==> config.mk <==
export PLATFORM = sky130hd
export DESIGN_NAME = vrsv_queue
export DESIGN_NICKNAME = d
export VERILOG_FILES = /design/src/sv/vrsv_pkg.sv /design/src/sv/vrsv_queue.sv
export SDC_FILE = /design/constraint.sdc
export NUM_CORES = 1
export LEC_CHECK = 0
export BUFFER_PORTS_ARGS = -buffer_cell sky130_fd_sc_hd__buf_4
export CAP_MARGIN = 20
export CORE_MARGIN = 1.5
export CORE_UTILIZATION = 34
export DETAILED_ROUTE_END_ITERATION = 6
export PLACE_DENSITY = 0.53
export SETUP_SLACK_MARGIN = 0.1
export SLEW_MARGIN = 20
export SYNTH_ARGS = -nofsm -noshare
export SYNTH_HDL_FRONTEND = slang
export SYNTH_SLANG_ARGS = --single-unit
==> constraint.sdc <==
create_clock -name clk -period 5.3 [get_ports clk]
set_input_delay 1.59 -clock clk [delete_from_list [all_inputs] [get_ports clk]]
set_output_delay 1.59 -clock clk [all_outputs]
set_load 0.005 [all_outputs]
==> src/sv/vrsv_pkg.sv <==
// ----------------------------------------------------------------------------
// vrsv_pkg: shared types and constants
// Operation codes, memory sizes and the memory-op word that the front part
// hands to the back part.
// ----------------------------------------------------------------------------
`timescale 1ns / 1ps
`default_nettype none
package vrsv_pkg;

  localparam int PATTERN_BYTES   = 8192;
  localparam int NAMETABLE_BYTES = 4096;
  localparam int PAT_AW          = $clog2(PATTERN_BYTES);
  localparam int NT_AW           = $clog2(NAMETABLE_BYTES);

  localparam logic [2:0] OP_READ     = 3'd0;
  localparam logic [2:0] OP_WRITE    = 3'd1;
  localparam logic [2:0] OP_VBL_SET  = 3'd2;
  localparam logic [2:0] OP_VBL_CLR  = 3'd3;
  localparam logic [2:0] OP_FRAME    = 3'd4;
  localparam logic [2:0] OP_LINE     = 3'd5;
  localparam logic [2:0] OP_NEXTLINE = 3'd6;

  localparam logic [2:0] REG_CTRL    = 3'd0;
  localparam logic [2:0] REG_STATUS  = 3'd2;
  localparam logic [2:0] REG_SPR_PTR = 3'd3;
  localparam logic [2:0] REG_SPR_DAT = 3'd4;
  localparam logic [2:0] REG_SCROLL  = 3'd5;
  localparam logic [2:0] REG_ADDR    = 3'd6;
  localparam logic [2:0] REG_DATA    = 3'd7;

  localparam logic [2:0] CFG_NT0     = 3'd0;
  localparam logic [2:0] CFG_NT1     = 3'd1;
  localparam logic [2:0] CFG_NT2     = 3'd2;
  localparam logic [2:0] CFG_NT3     = 3'd3;
  localparam logic [2:0] CFG_PROTECT = 3'd4;

  localparam logic [1:0] MOP_NONE  = 2'd0;
  localparam logic [1:0] MOP_READ  = 2'd1;
  localparam logic [1:0] MOP_WRITE = 2'd2;

  typedef struct packed {
    logic [1:0]        kind;
    logic              is_nt;
    logic [PAT_AW-1:0] addr;
    logic [7:0]        wdata;
    logic [7:0]        rd;
    logic              vblank;
    logic [15:0]       vaddr;
  } mem_op_t;

endpackage
`default_nettype wire

==> src/sv/vrsv_queue.sv <==
// ----------------------------------------------------------------------------
// vrsv_queue: two-word queue
// Decouples the decode side from the memory side.
// ----------------------------------------------------------------------------
`timescale 1ns / 1ps
`default_nettype none
module vrsv_queue (
  input  wire logic          clk,
  input  wire logic          rst,
  input  wire logic          push,
  input  vrsv_pkg::mem_op_t  din,
  output logic               full,
  input  wire logic          pop,
  output logic               valid,
  output vrsv_pkg::mem_op_t  dout
);

  vrsv_pkg::mem_op_t ent [2];
  logic       wptr, rptr;
  logic [1:0] count;

  assign full  = count == 2'd2;
  assign valid = count != 2'd0;
  assign dout  = ent[rptr];

  always_ff @(posedge clk) begin
    if (rst) begin
      wptr  <= 1'b0;
      rptr  <= 1'b0;
      count <= '0;
    end else begin
      if (push) wptr <= ~wptr;
      if (pop) rptr <= ~rptr;
      count <= count + {1'b0, push} - {1'b0, pop};
    end
  end

  always_ff @(posedge clk) begin
    if (push) ent[wptr] <= din;
  end

`ifndef SYNTHESIS
  a_no_overflow: assert property (@(posedge clk) disable iff (rst) !(push && full && !pop))
    else $error("queue overflow");
  a_no_underflow: assert property (@(posedge clk) disable iff (rst) !(pop && !valid))
    else $error("queue underflow");
  a_count_range: assert property (@(posedge clk) disable iff (rst) count != 2'd3)
    else $error("queue count out of range");
  a_drain: assert property (@(posedge clk) disable iff (rst)
    (count == 2'd1 && pop && !push) |=> !valid)
    else $error("queue not empty after last pop");
`endif

endmodule
`default_nettype wire

Word level (Yosys, flattened, before mapping)

Memories as Yosys holds them, arrays and structs flattened. A register that Yosys moved wholly into a read port is not among the register bits.
Cells that the tools add are included.

Order comparisons: 0
Mux-type cells: 4
Reductions and logical operators: 1
$mul: 0
Divide/modulo/power cells: 0
Shifts and indexed selects: 0
Add/subtract/negate cells: 2
Bitwise operators: 2
Eq/ne operators: 1

Operator list:

| kind               | count |
|---|---|
| $mux 1             | 4 |
| $add 2x1->2        | 1 |
| $eq 2x2->1 const B | 1 |
| $not 1->1          | 2 |
| $reduce_bool 2->1  | 1 |
| $sub 2x1->2        | 1 |

Flip-flop bits (word level): 4
Bits in latches: 0
Input port bits: 53
Logic and storage cells: 14
Memories kept: 1
Output and inout bits: 51
Bits in writable memories: 98
Memory bits (read-only): 0

Memory list:

| name | words | bits a word | read ports | clocked after memory_dff | write ports | RTL line         | RTL |
|---|---|---|---|---|---|---|---|
| ent  | 2     | 49          | 1          | 1                        | 1           | vrsv_queue.sv:18 | `vrsv_pkg::mem_op_t ent [2];` |

Longest topological paths before layout

Gate-level depths: netlist (run 1).

Depth in word-level cells: 3
Gate-level depth with buffers: 6
Gate-level depth less buffers: 6

Worst setup path before layout (run 1)

OpenSTA, ideal clock, no wires.

Path type: input -> register
Start point: in push
End point: mem ent[0][0] (netlist bit) (enable)
Data required time: 4838 ps
Setup time: 462 ps
Arrival: 3764 ps
Buffers on the path: 0
Slack: 1075 ps
Stages: 1
Cell sequence: nor2b_1

Cells in the longest elaborated chain, start to end: 2

RTL lines:

| element                      | RTL line         | RTL |
|---|---|---|
| start, declared              | vrsv_queue.sv:10 | `input wire logic push,` |
| $mux 1                       | vrsv_queue.sv:39 | `if (push) ent[wptr] <= din;` |
| $mux 1 (not written as such) | vrsv_queue.sv:39 |  |
| end, declared                | vrsv_queue.sv:18 |  |

No other way between the ends.

==> impl_metrics.tcl, run 1 <==
set metrics [dict create \
    die_w_um 109 \
    hold_class "reg -> reg" \
    antenna_found_initial 0 \
    hold_slack_ns 0.517 \
    min_from "rptr" \
    wire_per_inst_um 14.9 \
    num-nets-final 343 \
    dpl.hpwl_mm 4.20 \
    p_comb_share_pct 13.5 \
    finClkSkew_ns 0.00738 \
    place_inst 416 \
    dr.pass1.iters 4 \
    syn_nets 228 \
    antenna_left 0 \
    worst_ep_arrival_time_ns 2.07 \
    regToRegStartpoint "wptr" \
    hold_viol_final 0 \
    cts_resized 0 \
    cts.sinks 103 \
    maxSlewViolCount 0 \
    htreeDepth 3 \
    synth.avg_cell_area_sq_um 22.0 \
    end_kind "output pin" \
    p_per_area_mw_per_mm2 336 \
    finalWirelength_mm 6.47 \
    clkSlewWorstSetupHoldPaths_ns 0.09 \
    dieArea_sq_mm 0.0118 \
    worst_pin_slew_ns 0.837 \
    maxCapViolCount 0 \
    worstPathRequired_ns 3.71 \
    cts.path.max_buffers 2 \
    critPathKind "reg -> out" \
    p_clk_share_pct 28.2 \
    io_pins 104 \
    setup_violations 0 \
    start_util_pct 34.9 \
    grt_pass1_wl_mm 9.76 \
    cts_setup_buffers 0 \
    netlist_area_sq_mm 0.00380 \
    routed_via_density 4.40 \
    min_period_ns 3.66 \
    ir_drop_v 0.000153 \
    drt-initial-drc-count 56 \
    core_sq_mm 0.0109 \
    synth_seq_cells 103 \
    gp_congestion 0.626 \
    internal-power_w 0.00131 \
    final_util_pct 45.6 \
    grt_overflow_total 0 \
    worstSkewPairLatency_ns 0.35 \
    placement_rows 38 \
    timing.setup.tns_ns 0 \
    grt_pass1_vias 1956 \
    swShare_pct 21.4 \
    power_leakage_nw 1.87 \
    cp-start-kind "flop" \
    cts-buffers-inserted 9 \
    cts_root_buf "clkbuf_8" \
    fin_crit_sh_pct 69.1 \
    final_common_cell "buf_4" \
    p_seq_share_pct 58.2 \
    drive_gt1_share_pct 60.1 \
    synthCells 173 \
    final_cells 433 \
    chipHeight_um 109 \
    vias 1905 \
    yosysUniqueCellTypes 15 \
    seq_area_frac_synth_pct 80.1 \
    status "complete, no violations" \
    antenna_cells 0 \
    cts_tree "built" \
    crit_fanout 31 \
    cts_hold_buf 0 \
    final_cell_mix "buf_4, edfxtp_1, mux2_2" \
    area_growth_pct 30.7 \
    grt_setup_unrepaired "no" \
    fillers 964 \
    relSlewSlack_pct 44.2 \
    drc 0 \
    switchingPower_w 0.000357 \
    grt_max_degree 36 \
    max_freq_ghz 0.273 \
    io_buffers 103 \
    ys_warn_count 0 \
    track_usage_pct 11.4 \
]
==> sequential cells by signal, indices dropped and copies added (netlist names), named ones only <==
name,count
count,2
rptr,1
ent,98
wptr,1
==> per-layer routing <==
| layer | share of wire (%) | track usage, % | up-vias |
|---|---|---|---|
| met5 | 0 | 0 | - |
| met4 | 1.2 | 4.23 | 0 |
| met1 | 44 | 14.3 | 926 |
| met2 | 47 | 17.8 | 72 |
| met3 | 7.6 | 4.48 | 7 |
| li1 | - | - | 900 |
==> worst paths after layout <==
kind / slack [ns] / to / depth (start not counted)
max: 1.64 / dout[3] / 3
min: 0.52 / flop / 2
max reg2reg: 3.50 / ent[1][47] / 2
min reg2reg: 0.52 / flop / 2
==> cell type report <==
cell class,instances,area (sq um),area share [%]
inverters,2,7.51,0.151
clock inverters,5,58.8,1.18
well taps,140,175,3.53
flip-flops and latches,103,3040,61.3
repair buffers,109,838,16.9
clock buffers,11,131,2.65
multi-input cells,63,709,14.3
==> kinds of logic after synthesis <==
| logic type | after synthesis | synth area share (%) |
|---|---|---|
| flops | 103 | 80.1 |
| mux | 49 | 15.5 |
| simple gates | 9 | 1.22 |
| buf+inv | 7 | 1.48 |
| xor+xnor | 3 | 1.05 |
| fa+ha+maj | 2 | 0.658 |
==> cell usage after synthesis <==
cell / count / share of area, %
buf_6: 1 / 0.30
inv_1: 2 / 0.20
dfxtp_1: 5 / 2.6
nor2_1: 4 / 0.40
edfxtp_1: 98 / 77
xnor2_1: 2 / 0.46
buf_8: 1 / 0.40
nor2b_1: 3 / 0.49
buf_4: 3 / 0.59
ha_1: 2 / 0.66
or2_2: 1 / 0.16
and2_1: 1 / 0.16
mux2_2: 39 / 12
xnor3_1: 1 / 0.59
mux2_4: 10 / 4.0
==> through the flow <==
step	instance area, sq um	worst slack (ns)	power, W
final	4960	1.64	0.00167
after global routing	4960	1.48	0.00175
after CTS	4940	1.54	0.00169
after detailed placement	4750	1.95	0.00122
after global placement	4750	1.96	0.00121
after floorplan	3800	1.07	0.00109
==> power by group through the flow <==
stage	Clock, W	Sequential, W	Combinational (W)
2_1_floorplan	0	0.000979	0.000113
3_3_place_gp	0	0.000989	0.000226
3_5_place_dp	0	0.000991	0.000226
4_1_cts	0.000493	0.000973	0.000228
5_1_grt	0.000523	0.000978	0.000245
6_report	0.000471	0.000971	0.000226
==> critical path, cell delays in order (launching register included) <==
cell,delay (ns)
dfxtp_2,0.88
buf_4,0.34
mux2_2,0.36
buf_4,0.13
(Power assumes the default switching activity.)
==> run 2, diff against run 1 <==
--- a/config.mk
+++ b/config.mk
@@ -10,7 +10,7 @@
 export CORE_MARGIN = 1.5
 export CORE_UTILIZATION = 34
 export DETAILED_ROUTE_END_ITERATION = 6
-export PLACE_DENSITY = 0.53
+export PLACE_DENSITY = 0.55
 export SETUP_SLACK_MARGIN = 0.1
 export SLEW_MARGIN = 20
 export SYNTH_ARGS = -nofsm -noshare
==> constraint.sdc (replaced) <==
create_clock -name clk -period 3.1 [get_ports clk]
set_input_delay 0.93 -clock clk [delete_from_list [all_inputs] [get_ports clk]]
set_output_delay 0.93 -clock clk [all_outputs]
set_load 0.005 [all_outputs]
==> impl_metrics.tcl, run 2 (synthesis results as in run 1) <==
set metrics [dict create \
    path_depth 3 \
    min_from "rptr" \
    fin_ws_ns 0.478 \
    hold_class "reg -> reg" \
    antenna_cells 0 \
    slowest_stage "dfxtp_2" \
    power_leakage_nw 1.87 \
    grt_pass1_vias 1934 \
    worst-r2r-cell-count 2 \
    dr.pass1.iters 4 \
    cts_setup_buffers 0 \
    crit_fanout 19 \
    start_util_pct 34.9 \
    dr_wl_met3_um 486 \
    r2r-end "ent[1][37]" \
    chipHeight_um 109 \
    finalWirelength_mm 6.44 \
    relSlewSlack_pct 71.5 \
    cts_resized 0 \
    final_common_cell "buf_4" \
    place_inst 417 \
    worst_ep_arrival_time_ns 1.69 \
    grt_max_degree 31 \
    dpl.hpwl_mm 4.16 \
    cts.sinks 103 \
    final_util_pct 45.4 \
    place_area_sq_mm 0.00477 \
    drive_gt1_share_pct 60.8 \
    grt_pass1_wl_mm 9.77 \
    max_freq_ghz 0.381 \
    critPathMaxStageDelay_ns 0.46 \
    cts-buffers-inserted 9 \
    area_growth_pct 30.1 \
    cts_root_buf "clkbuf_8" \
    cts_tree "built" \
    worstPathRequired_ns 2.17 \
    largest_reg_flops 98 \
    path_cells "buf_4 > mux2_2 > buf_4" \
    antenna_found_initial 0 \
    cts_hold_buf 0 \
    place_ws_ns 0.835 \
    regMostFlops "ent" \
    final_cells 433 \
    routed_via_density 4.44 \
    timing.setup.tns_ns 0 \
    cp-start-kind "flop" \
    io_buffers 103 \
    core_sq_mm 0.0109 \
    clkSlewWorstSetupHoldPaths_ns 0.09 \
    track_usage_pct 11.5 \
    drc 0 \
    end_kind "output pin" \
    ir_drop_v 0.000272 \
    design_area_sq_mm 0.00494 \
    reg_top3 "ent x98, count x2" \
    wire_per_inst_um 14.9 \
    topRoutingLayerUsed "met4" \
    gp_congestion 0.670 \
    min_period_ns 2.62 \
    cp-endpoint "dout[4]" \
    die_w_um 109 \
    antenna_left 0 \
    placement_rows 38 \
    grt_setup_unrepaired "no" \
    fin_crit_sh_pct 84.6 \
    drt-initial-drc-count 77 \
    vias 1921 \
    finClkSkew_ns 0.00879 \
    path_buf_inv 2 \
    worstSkewPairLatency_ns 0.36 \
    m1WireLength_mm 2.75 \
    maxCapViolCount 0 \
    regToRegStartpoint "wptr" \
    num-nets-final 343 \
    dieArea_sq_mm 0.0118 \
    hold_viol_final 0 \
    status "complete, no violations" \
    path_common_cell "buf_4" \
    htreeDepth 3 \
    p_per_area_mw_per_mm2 567 \
    worst_pin_slew_ns 0.428 \
    setup_violations 0 \
    cts.path.max_buffers 2 \
    cp_top_family "buffers and inverters" \
    maxSlewViolCount 0 \
    r2r_slack_ns 1.76 \
    grt_overflow_total 0 \
    final_cell_mix "buf_4, edfxtp_1, mux2_2" \
    wl_met2_mm 3.11 \
    io_pins 104 \
    critPathKind "reg -> out" \
]
-- run 2: cell count changes in the layout (fill, tap and decap cells not counted), sizes merged --
cell | previous run | this run
bufinv | 1 | 0
clkbuf | 11 | 9
inv | 2 | 6
clkinvlp | 2 | 1
-- run 2: area by class of cell --
type                            instances  area (sq um)
Clock inverter                          7          52.6
Fill cell                             970          5940
Sequential cell                       103          3040
Inverter                                2          7.51
Tap cell                              140           175
Clock buffer                            9           124
Multi-Input combinational cell         63           709
Timing Repair Buffer                  109           831
-- run 2: report_power, final --
group | internal (W) | switching (W) | total [W] | leakage, nW
sequential | 0.00162 | 0.0000268 | 0.00165 | 0.962
clock | 0.000301 | 0.000461 | 0.000761 | 0.0908
combinational | 0.000242 | 0.000154 | 0.000396 | 0.818
-- run 2: per-layer routing --
layer / vias to the layer above / track usage [%]
met1: 944 / 14.4
met3: 8 / 3.89
met4: 0 / 5.36
met2: 71 / 17.8
li1: 898 / -
met5: - / 0
-- run 2: tightest hold or removal path, cell delays in order, from the launching register on --
cell and delay [ns]:
dfxtp_1 0.34, xnor2_1 0.08, nor2_1 0.07
-- run 2: metrics by stage --
step | hold slack [ns] | power, W
floorplan | 0.480 | 0.00187
global placement | 0.495 | 0.00208
detailed placement | 0.499 | 0.00209
CTS | 0.529 | 0.00285
global route | 0.595 | 0.00294
finish | 0.531 | 0.00280
-- run 2: worst min path at each step --
stage	cells past startpoint	endpoint	slack, ns
final	2	rptr	0.53
after global placement	2	flop	0.50
after CTS	2	rptr	0.53
after global routing	2	flop	0.60
after floorplan	2	flop	0.48
after detailed placement	2	flop	0.50
