<file path="src/sv/vrsv_pkg.sv">
// ----------------------------------------------------------------------------
// vrsv_pkg: shared types and constants
// Operation codes, memory sizes and the memory-op word that the front part
// hands to the back part.
// ----------------------------------------------------------------------------
`timescale 1ns / 1ps
`default_nettype none
package vrsv_pkg;

  localparam int PATTERN_BYTES   = 8192;
  localparam int NAMETABLE_BYTES = 4096;
  localparam int PAT_AW          = $clog2(PATTERN_BYTES);
  localparam int NT_AW           = $clog2(NAMETABLE_BYTES);

  localparam logic [2:0] OP_READ     = 3'd0;
  localparam logic [2:0] OP_WRITE    = 3'd1;
  localparam logic [2:0] OP_VBL_SET  = 3'd2;
  localparam logic [2:0] OP_VBL_CLR  = 3'd3;
  localparam logic [2:0] OP_FRAME    = 3'd4;
  localparam logic [2:0] OP_LINE     = 3'd5;
  localparam logic [2:0] OP_NEXTLINE = 3'd6;

  localparam logic [2:0] REG_CTRL    = 3'd0;
  localparam logic [2:0] REG_STATUS  = 3'd2;
  localparam logic [2:0] REG_SPR_PTR = 3'd3;
  localparam logic [2:0] REG_SPR_DAT = 3'd4;
  localparam logic [2:0] REG_SCROLL  = 3'd5;
  localparam logic [2:0] REG_ADDR    = 3'd6;
  localparam logic [2:0] REG_DATA    = 3'd7;

  localparam logic [2:0] CFG_NT0     = 3'd0;
  localparam logic [2:0] CFG_NT1     = 3'd1;
  localparam logic [2:0] CFG_NT2     = 3'd2;
  localparam logic [2:0] CFG_NT3     = 3'd3;
  localparam logic [2:0] CFG_PROTECT = 3'd4;

  localparam logic [1:0] MOP_NONE  = 2'd0;
  localparam logic [1:0] MOP_READ  = 2'd1;
  localparam logic [1:0] MOP_WRITE = 2'd2;

  typedef struct packed {
    logic [1:0]        kind;
    logic              is_nt;
    logic [PAT_AW-1:0] addr;
    logic [7:0]        wdata;
    logic [7:0]        rd;
    logic              vblank;
    logic [15:0]       vaddr;
  } mem_op_t;

endpackage
`default_nettype wire

</file>
<file path="src/sv/vrsv_front.sv">
// ----------------------------------------------------------------------------
// vrsv_front: register decode and scroll state
// Applies each item to the register file, scroll addresses and palette, and
// emits one memory-op word per item.
// ----------------------------------------------------------------------------
`timescale 1ns / 1ps
`default_nettype none
module vrsv_front (
  input  wire logic             clk,
  input  wire logic             rst,
  input  wire logic             accept,
  input  wire logic [2:0]       opcode,
  input  wire logic [2:0]       reg_index,
  input  wire logic [7:0]       write_data,
  input  wire logic [3:0][1:0]  nt_page,
  input  wire logic             protect,
  output vrsv_pkg::mem_op_t     op
);

  logic [7:0]  regs [8];
  logic [7:0]  regs_next [8];
  logic [15:0] v, v_next, t, t_next;
  logic [2:0]  fine_x, fine_x_next;
  logic        toggle, toggle_next;
  logic [5:0]  step, step_next;
  logic [7:0]  spr_ptr, spr_ptr_next;
  logic [5:0]  pal [32];
  logic [7:0]  spr_mem [256];
  logic        spr_we, pal_all, pal_one;
  logic        render;
  logic [13:0] a14, fold;
  logic        is_pal;
  logic [15:0] v_inc, nl;

  assign render = regs[1][3] | regs[1][4];
  assign a14    = v[13:0];
  assign is_pal = a14 >= 14'h3F00;
  assign fold   = (a14 >= 14'h3000) ? (a14 & 14'h2FFF) : a14;
  assign v_inc  = v + {10'd0, step};

  always_comb begin
    nl = v;
    if (v[14:12] == 3'b111) begin
      nl = v & 16'h8FFF;
      if ((nl & 16'h03E0) == 16'h03A0) begin
        nl = (nl ^ 16'h0800) & 16'hFC1F;
      end else if ((nl & 16'h03E0) == 16'h03E0) begin
        nl = nl & 16'hFC1F;
      end else begin
        nl = nl + 16'h0020;
      end
    end else begin
      nl = v + 16'h1000;
    end
  end

  always_comb begin
    for (int i = 0; i < 8; i++) regs_next[i] = regs[i];
    v_next       = v;
    t_next       = t;
    fine_x_next  = fine_x;
    toggle_next  = toggle;
    step_next    = step;
    spr_ptr_next = spr_ptr;
    spr_we       = 1'b0;
    pal_all      = 1'b0;
    pal_one      = 1'b0;
    op           = '0;
    op.kind      = vrsv_pkg::MOP_NONE;
    op.is_nt     = fold[13];
    op.addr      = fold[13] ? vrsv_pkg::PAT_AW'({nt_page[fold[11:10]], fold[9:0]})
                            : fold[vrsv_pkg::PAT_AW-1:0];
    op.wdata     = write_data;
    case (opcode)
      vrsv_pkg::OP_READ: begin
        if (reg_index == vrsv_pkg::REG_STATUS) begin
          op.rd        = regs[2];
          regs_next[2] = regs[2] & 8'h7F;
          toggle_next  = 1'b0;
        end else if (reg_index == vrsv_pkg::REG_DATA) begin
          v_next = v_inc;
          if (is_pal) begin
            op.rd = {2'b00, pal[a14[4:0]]};
          end else begin
            op.kind = vrsv_pkg::MOP_READ;
          end
        end else begin
          op.rd = regs[reg_index];
        end
      end
      vrsv_pkg::OP_WRITE: begin
        regs_next[reg_index] = write_data;
        case (reg_index)
          vrsv_pkg::REG_CTRL: begin
            step_next = write_data[2] ? 6'd32 : 6'd1;
            t_next    = (t & 16'hF3FF) | {4'd0, write_data[1:0], 10'd0};
          end
          vrsv_pkg::REG_SPR_PTR: spr_ptr_next = write_data;
          vrsv_pkg::REG_SPR_DAT: begin
            spr_we       = 1'b1;
            spr_ptr_next = spr_ptr + 8'd1;
          end
          vrsv_pkg::REG_SCROLL: begin
            toggle_next = ~toggle;
            if (!toggle) begin
              t_next      = (t & 16'hFFE0) | {11'd0, write_data[7:3]};
              fine_x_next = write_data[2:0];
            end else begin
              t_next = (t & 16'h8C1F) | {1'b0, write_data[2:0], 2'd0, write_data[7:3], 5'd0};
            end
          end
          vrsv_pkg::REG_ADDR: begin
            toggle_next = ~toggle;
            if (!toggle) begin
              t_next = (t & 16'h00FF) | {2'd0, write_data[5:0], 8'd0};
            end else begin
              t_next = {t[15:8], write_data};
              v_next = {t[15:8], write_data};
            end
          end
          vrsv_pkg::REG_DATA: begin
            v_next = v_inc;
            if (is_pal) begin
              pal_all = a14[3:0] == 4'd0;
              pal_one = a14[1:0] != 2'd0;
            end else if (!(protect && !fold[13])) begin
              op.kind = vrsv_pkg::MOP_WRITE;
            end
          end
          default: ;
        endcase
      end
      vrsv_pkg::OP_VBL_SET: regs_next[2] = regs[2] | 8'h80;
      vrsv_pkg::OP_VBL_CLR: regs_next[2] = regs[2] & 8'h3F;
      vrsv_pkg::OP_FRAME:    if (render) v_next = t;
      vrsv_pkg::OP_LINE:     if (render) v_next = (v & 16'hFBE0) | (t & 16'h041F);
      vrsv_pkg::OP_NEXTLINE: if (render) v_next = nl;
      default: ;
    endcase
    op.vblank = regs_next[2][7];
    op.vaddr  = v_next;
  end

  always_ff @(posedge clk) begin
    if (rst) begin
      for (int i = 0; i < 8; i++) regs[i] <= '0;
      for (int i = 0; i < 32; i++) pal[i] <= '0;
      v       <= '0;
      t       <= '0;
      fine_x  <= '0;
      toggle  <= 1'b0;
      step    <= '0;
      spr_ptr <= '0;
    end else if (accept) begin
      for (int i = 0; i < 8; i++) regs[i] <= regs_next[i];
      v       <= v_next;
      t       <= t_next;
      fine_x  <= fine_x_next;
      toggle  <= toggle_next;
      step    <= step_next;
      spr_ptr <= spr_ptr_next;
      // colour 0 fans out to every mirror
      if (pal_all) begin
        for (int i = 0; i < 32; i += 4) pal[i] <= write_data[5:0];
      end else if (pal_one) begin
        pal[a14[4:0]] <= write_data[5:0];
      end
    end
  end

  always_ff @(posedge clk) begin
    if (accept && spr_we) begin
      spr_mem[spr_ptr] <= write_data;
    end
  end

endmodule
`default_nettype wire

</file>
<file path="config.mk">
export PLATFORM = sky130hd
export DESIGN_NAME = vrsv_front
export DESIGN_NICKNAME = d
export VERILOG_FILES = /design/src/sv/vrsv_pkg.sv /design/src/sv/vrsv_front.sv
export SDC_FILE = /design/constraint.sdc
export NUM_CORES = 1
export LEC_CHECK = 0
export BUFFER_PORTS_ARGS = -buffer_cell sky130_fd_sc_hd__buf_2
export CAP_MARGIN = 20
export CORE_MARGIN = 3
export CORE_UTILIZATION = 56
export CTS_BUF_LIST = sky130_fd_sc_hd__clkbuf_16
export CTS_CLUSTER_DIAMETER = 80
export DETAILED_ROUTE_END_ITERATION = 10
export PLACE_DENSITY = 0.79
export SETUP_SLACK_MARGIN = 0.1
export SLEW_MARGIN = 5
export SYNTH_ARGS = -nofsm -noshare
export SYNTH_HDL_FRONTEND = slang
export SYNTH_SLANG_ARGS = --single-unit
</file>
<file path="constraint.sdc">
create_clock -name clk -period 2.1 [get_ports clk]
set_input_delay 0.105 -clock clk [delete_from_list [all_inputs] [get_ports clk]]
set_output_delay 0.105 -clock clk [all_outputs]
set_load 0.1 [all_outputs]
</file>
-- Yosys cells after proc, flatten, opt, wreduce, memory -nomap -nowiden
Memory sizes are Yosys's and may differ from the RTL's. A register that Yosys moved wholly into a read port is not among the register bits.
Index checks and enable logic that the tools add are counted.
- register bits after elaboration: 39
- bits in writable memories: 256
- word-level logic and storage cells: 152
- memories kept: 2
- $add $sub $neg: 3
- order comparisons: 5
- eq/ne operators: 16
- multiplexer cells: 81
- bitwise logic cells: 25
- reduce and logical (&&, ||, !) cells: 15
- memories (name ; depth ; bits a word ; read ports ; clocked after Yosys merged registers in ; write ports ; RTL line ; text):
    pal ; 32 ; 6 ; 1 ; 1 ; 32 ; vrsv_front.sv:27 ; logic [5:0] pal [32];
    regs ; 8 ; 8 ; 9 ; 0 ; 8 ; vrsv_front.sv:20 ; logic [7:0] regs [8];
- operators by type and width (operator ; count):
    16-bit 2-to-1 mux ; 12
    8-bit 2-to-1 mux ; 13
    16-bit one-hot mux with 5 select lines ; 1
    6-bit 2-to-1 mux ; 11
    64-bit bitwise mux ; 1
    16-bit one-hot mux with 3 select lines ; 1
    40-bit 2-to-1 mux ; 1
    16-bit one-hot mux with 2 select lines ; 1
    8-bit one-hot mux with 4 select lines ; 1
    14-bit greater-or-equal comparator (second input constant) ; 2
    1-bit 2-to-1 mux ; 26
    13-bit 2-to-1 mux ; 2
    8-bit demux with 3-bit select ; 1
    3-bit == test (second input constant) ; 7
    1-bit bitwise OR ; 17
    16-bit by 13-bit adder with 16-bit output (second input constant) ; 1
    16-bit by 6-bit adder with 16-bit output ; 1
    16-bit by 6-bit adder with 16-bit output (second input constant) ; 1
    16-bit by 11-bit bitwise OR with 16-bit output ; 1
    16-bit by 12-bit bitwise OR with 16-bit output ; 1
    16-bit by 15-bit bitwise OR with 16-bit output ; 1
    16-bit by 5-bit bitwise OR with 16-bit output ; 1
    5-bit 2-to-1 mux ; 3
    8-bit by 14-bit bitwise OR with 14-bit output ; 1
    other kinds (23) ; 37

-- Longest topological paths before layout
- depth in word-level cells: 11
- gate-level depth with buffers: 9
- mapped depth without buffers: 9

-- Worst setup path before layout
OpenSTA, ideal clock, no wires.
- path kind: register to output
- from: register v[0]
- to: output op[14] in the netlist's numbering
- arrival: 3789 ps
- required time: 1995 ps
- setup slack: -1794 ps
- stages on the path, launching flop included: 9
- cell sequence: dfxtp_1 -> ha_1 -> ha_1 -> nand3_1 -> o21ai_1 -> nand3_1 -> nand2_1 -> a21oi_1 -> o21ai_0
- RTL lines (what ; RTL line ; text):
    from (decl) ; vrsv_front.sv:22 ; logic [15:0] v, v_next, t, t_next;
    from (signal assigned) ; vrsv_front.sv:156 ; v <= v_next;
    to (decl) ; vrsv_front.sv:17 ; output vrsv_pkg::mem_op_t op

==> results.yml <==
yosys:
  synth_nets: 1512
  synth_top_family_by_area: "simple AND/OR/NAND/NOR gates"
  synth_compound_area_share_pct: 11.0
  synth.largest_area_cell: "edfxtp_1"
  syn_avg_cell_area_um2: 10.8
  synth_cells: 1477
  synth-xor-area-share_pct: 0.384
  yosys_warnings: 0
  ys_seq_area_share_pct: 51.6
  synth_area_leaders: "edfxtp_1 (47%), mux4_2 (6.8%), and2_1 (5.1%)"
  synthSimpleGateAreaFrac_pct: 21.4
  ys_types: 80
  syn_area_um2: 16000
  synth_flop_cell: "edfxtp_1"
  synth_edf_count: 248
  synth-async-reset-ratio_pct: 0
  synthAdderAreaFrac_pct: 0.705
  yosys-mux-area-fraction_pct: 9.86
  ys_ff_latch: 288
  synth_top_area_share_pct: 46.6
clock_network:
  clk_pin_slew_worst_paths_ns: 0.06
  clock-sinks: 288
  numCtsBuffers: 31
  clk_latency_ns: 0.59
  cts_buffer_depth: 3
  cts_htree_levels: 1
  cts_tree: "done"
  clockRootBuffer: "clkbuf_16"
timing:
  post-route-period-util_pct: 137
  timing.fmax_mhz: 348
  slew_viol_final: 0
  tightest_slew_ns: 0.666
  setup_violations: 231
  rsz0062_at_grt: "true"
  layout_setup_ws_ns: -0.770
  skew_ns: 0.0275
  min_period_ns: 2.87
  relSlewSlack_pct: 55.5
  finalHoldViolations: 0
  fin_hold_ws_ns: 0.0267
cells_and_area:
  fillers: 1642
  insertedDiodeCount: 0
  drive_above_1_share_pct: 42.2
  mostFrequentLayoutCells: "edfxtp_1 (248), buf_4 (220), nand2_1 (137)"
  final_common_cell: "edfxtp_1"
  layout.nets: 1769
  syn2layout_area_growth_pct: 35.2
placement:
  place.gp.congestion: 1.01
  hpwl_um: 35200
  dp_slack_ns: -0.330
  portBuffers: 74
detailed_routing:
  routed_wl_um: 57300
  ant_nets: 0
  route.detailed.drc: 0
  detail_route.wl_per_cell_um: 26.8
  viasPerCell: 6.70
  route.vias.total: 14322
  drt-initial-drc-count: 2203
  drt-pass1-iter-count: 6
worst_setup_path:
  worst-path-max-fanout: 8
  crit_chain: "buf_6, mux4_2, o22ai_2, nor3_1, a21oi_2, buf_4, o21ai_4, buf_12"
  cp.buffers_inverters: 3
  arrival_ns: 2.77
  slowest_stage: "mux4_2"
  critPathMaxStageDelay_ns: 0.52
  required_ns: 2.00
  cpLargestDelayFamily: "compound AO/OA/AOI/OAI gates"
  crit_path_end_kind: "output pin"
  startpoint_type: "flop"
  crit_type: "reg2out"
min_path:
  hold_path_class: "in2reg"
power_and_ir_drop:
  ir_worst_vdd_mv: 0.688
  power_mw: 14.2
  leakagePower_nw: 8.24
  p_per_area_nw_per_um2: 656
global_route:
  grt_pass1_wl_um: 81900
  grt_pass1_vias: 13738
  antenna_found_initial: 0
  grt_start_max_net_pins: 97
  grt_usage_pct: 34.8
  grt.overflow.total: 0
die:
  die_y_um: 175
  die_x_um: 175
  dieArea_um2: 30600
  start_util_pct: 57.2
  core_area_um2: 27900
  row_count: 61
  ios: 75
run:
  cap_violations: 0
outcome:
  outcome: "complete, but fails checks"
  violations: "setup timing"
[power breakdown]
part | leakage (nW) | switching, mW | total, mW | internal [mW]
Clock | 0.520 | 2.34 | 5.38 | 3.04
Combinational | 4.83 | 1.44 | 2.22 | 0.786
Sequential | 2.90 | 0.143 | 6.56 | 6.42
[cell usage after synthesis (4+ instances only)]
master	count
nand3b_1	7
or3b_2	4
a22oi_1	7
a221oi_1	5
nor2b_1	10
o21ai_0	63
or2_2	27
o22ai_1	21
nand2b_1	22
a22o_1	5
o221ai_1	6
a32oi_1	4
a31oi_1	8
nor2_1	110
buf_6	6
edfxtp_1	248
mux4_2	48
clkbuf_1	81
nor3_2	33
mux2i_1	38
and2_1	131
a211oi_1	13
nand4_1	6
nor3b_1	5
o211ai_1	4
xor2_1	5
buf_1	12
mux2_2	10
dfxtp_1	40
nor2_2	11
and3_1	17
or3_1	6
a311oi_1	8
nand2_1	147
o31ai_1	4
a21oi_1	98
nand3_1	20
nor3_1	52
buf_4	23
buf_2	25
o21a_1	8
inv_1	13
ha_1	9
[sequential cells by signal (all words and copies together), names as in the netlist, named ones only]
| signal | flops |
|---|---|
| t | 2 |
| pal | 192 |
| toggle | 1 |
| step | 2 |
| regs | 56 |
| v | 16 |
[metrics by stage]
step / std cells / TNS [ns] / instance area [µm²] / utilization (%)
floorplan: 1477 / -0.936 / 16400 / -
global placement: 2009 / -1.41 / 18700 / 67.0
detailed placement: 2009 / -2.08 / 18700 / 67.0
CTS: 2101 / -11.22 / 20600 / 73.9
global route: 2137 / -37.11 / 21600 / 77.3
finish: 2137 / -23.78 / 21600 / 77.3
[layer usage]
metal  vias up  GRT usage (%)  wire length [µm]
met1      6831           44.7             19400
met5         -              0                 0
met4         0           16.9              4020
met3       308           6.00              6610
li1       5928              -                 -
met2      1255           57.6             27300
[kinds of logic after synthesis]
group                    after synthesis
multiplexers                          96
XOR/XNOR                               7
adder cells (fa/ha/maj)                9
flip-flops                           288
buffers and inverters                167
AND/OR/NAND/NOR                      626
AO/OA/AOI/OAI                        284
[tightest hold or removal path, cell delays in order]
cell,delay [ns]
buf_2,0.18
nand2_1,0.09
a21oi_1,0.05
[repair_timing]
item                                    in CTS  in global routing
setup buffers                               31                 43
resized for setup                          175                138
endpoints found under the setup margin     203                360
pin swaps                                   56                 86
endpoints found under the hold margin        4                  0
hold buffers                                 2                  0
gates cloned                                 2                  4
[path summary, 6_finish.rpt]
check / from / endpoint / slack, ns / depth (start not counted)
worst min register to register: flop / flop / 0.49 / 2
worst max-delay path: flop / op[21] / -0.77 / 8
worst min-delay path: write_data[7] / regs[1][7] / 0.03 / 3
worst max register to register: v[5] / v[8] / -0.17 / 12
[final cells by class]
| class | instances | area, µm² | area share (%) |
|---|---|---|---|
| clock buffer | 31 | 776 | 3.59 |
| clock inverter | 27 | 205 | 0.950 |
| inverter | 17 | 63.8 | 0.295 |
| multi-input combinational | 1024 | 8250 | 38.2 |
| sequential | 288 | 8290 | 38.4 |
| tap | 378 | 473 | 2.19 |
| timing repair buffer | 372 | 3540 | 16.4 |
Note: power is estimated with default switching activity, not from simulation.
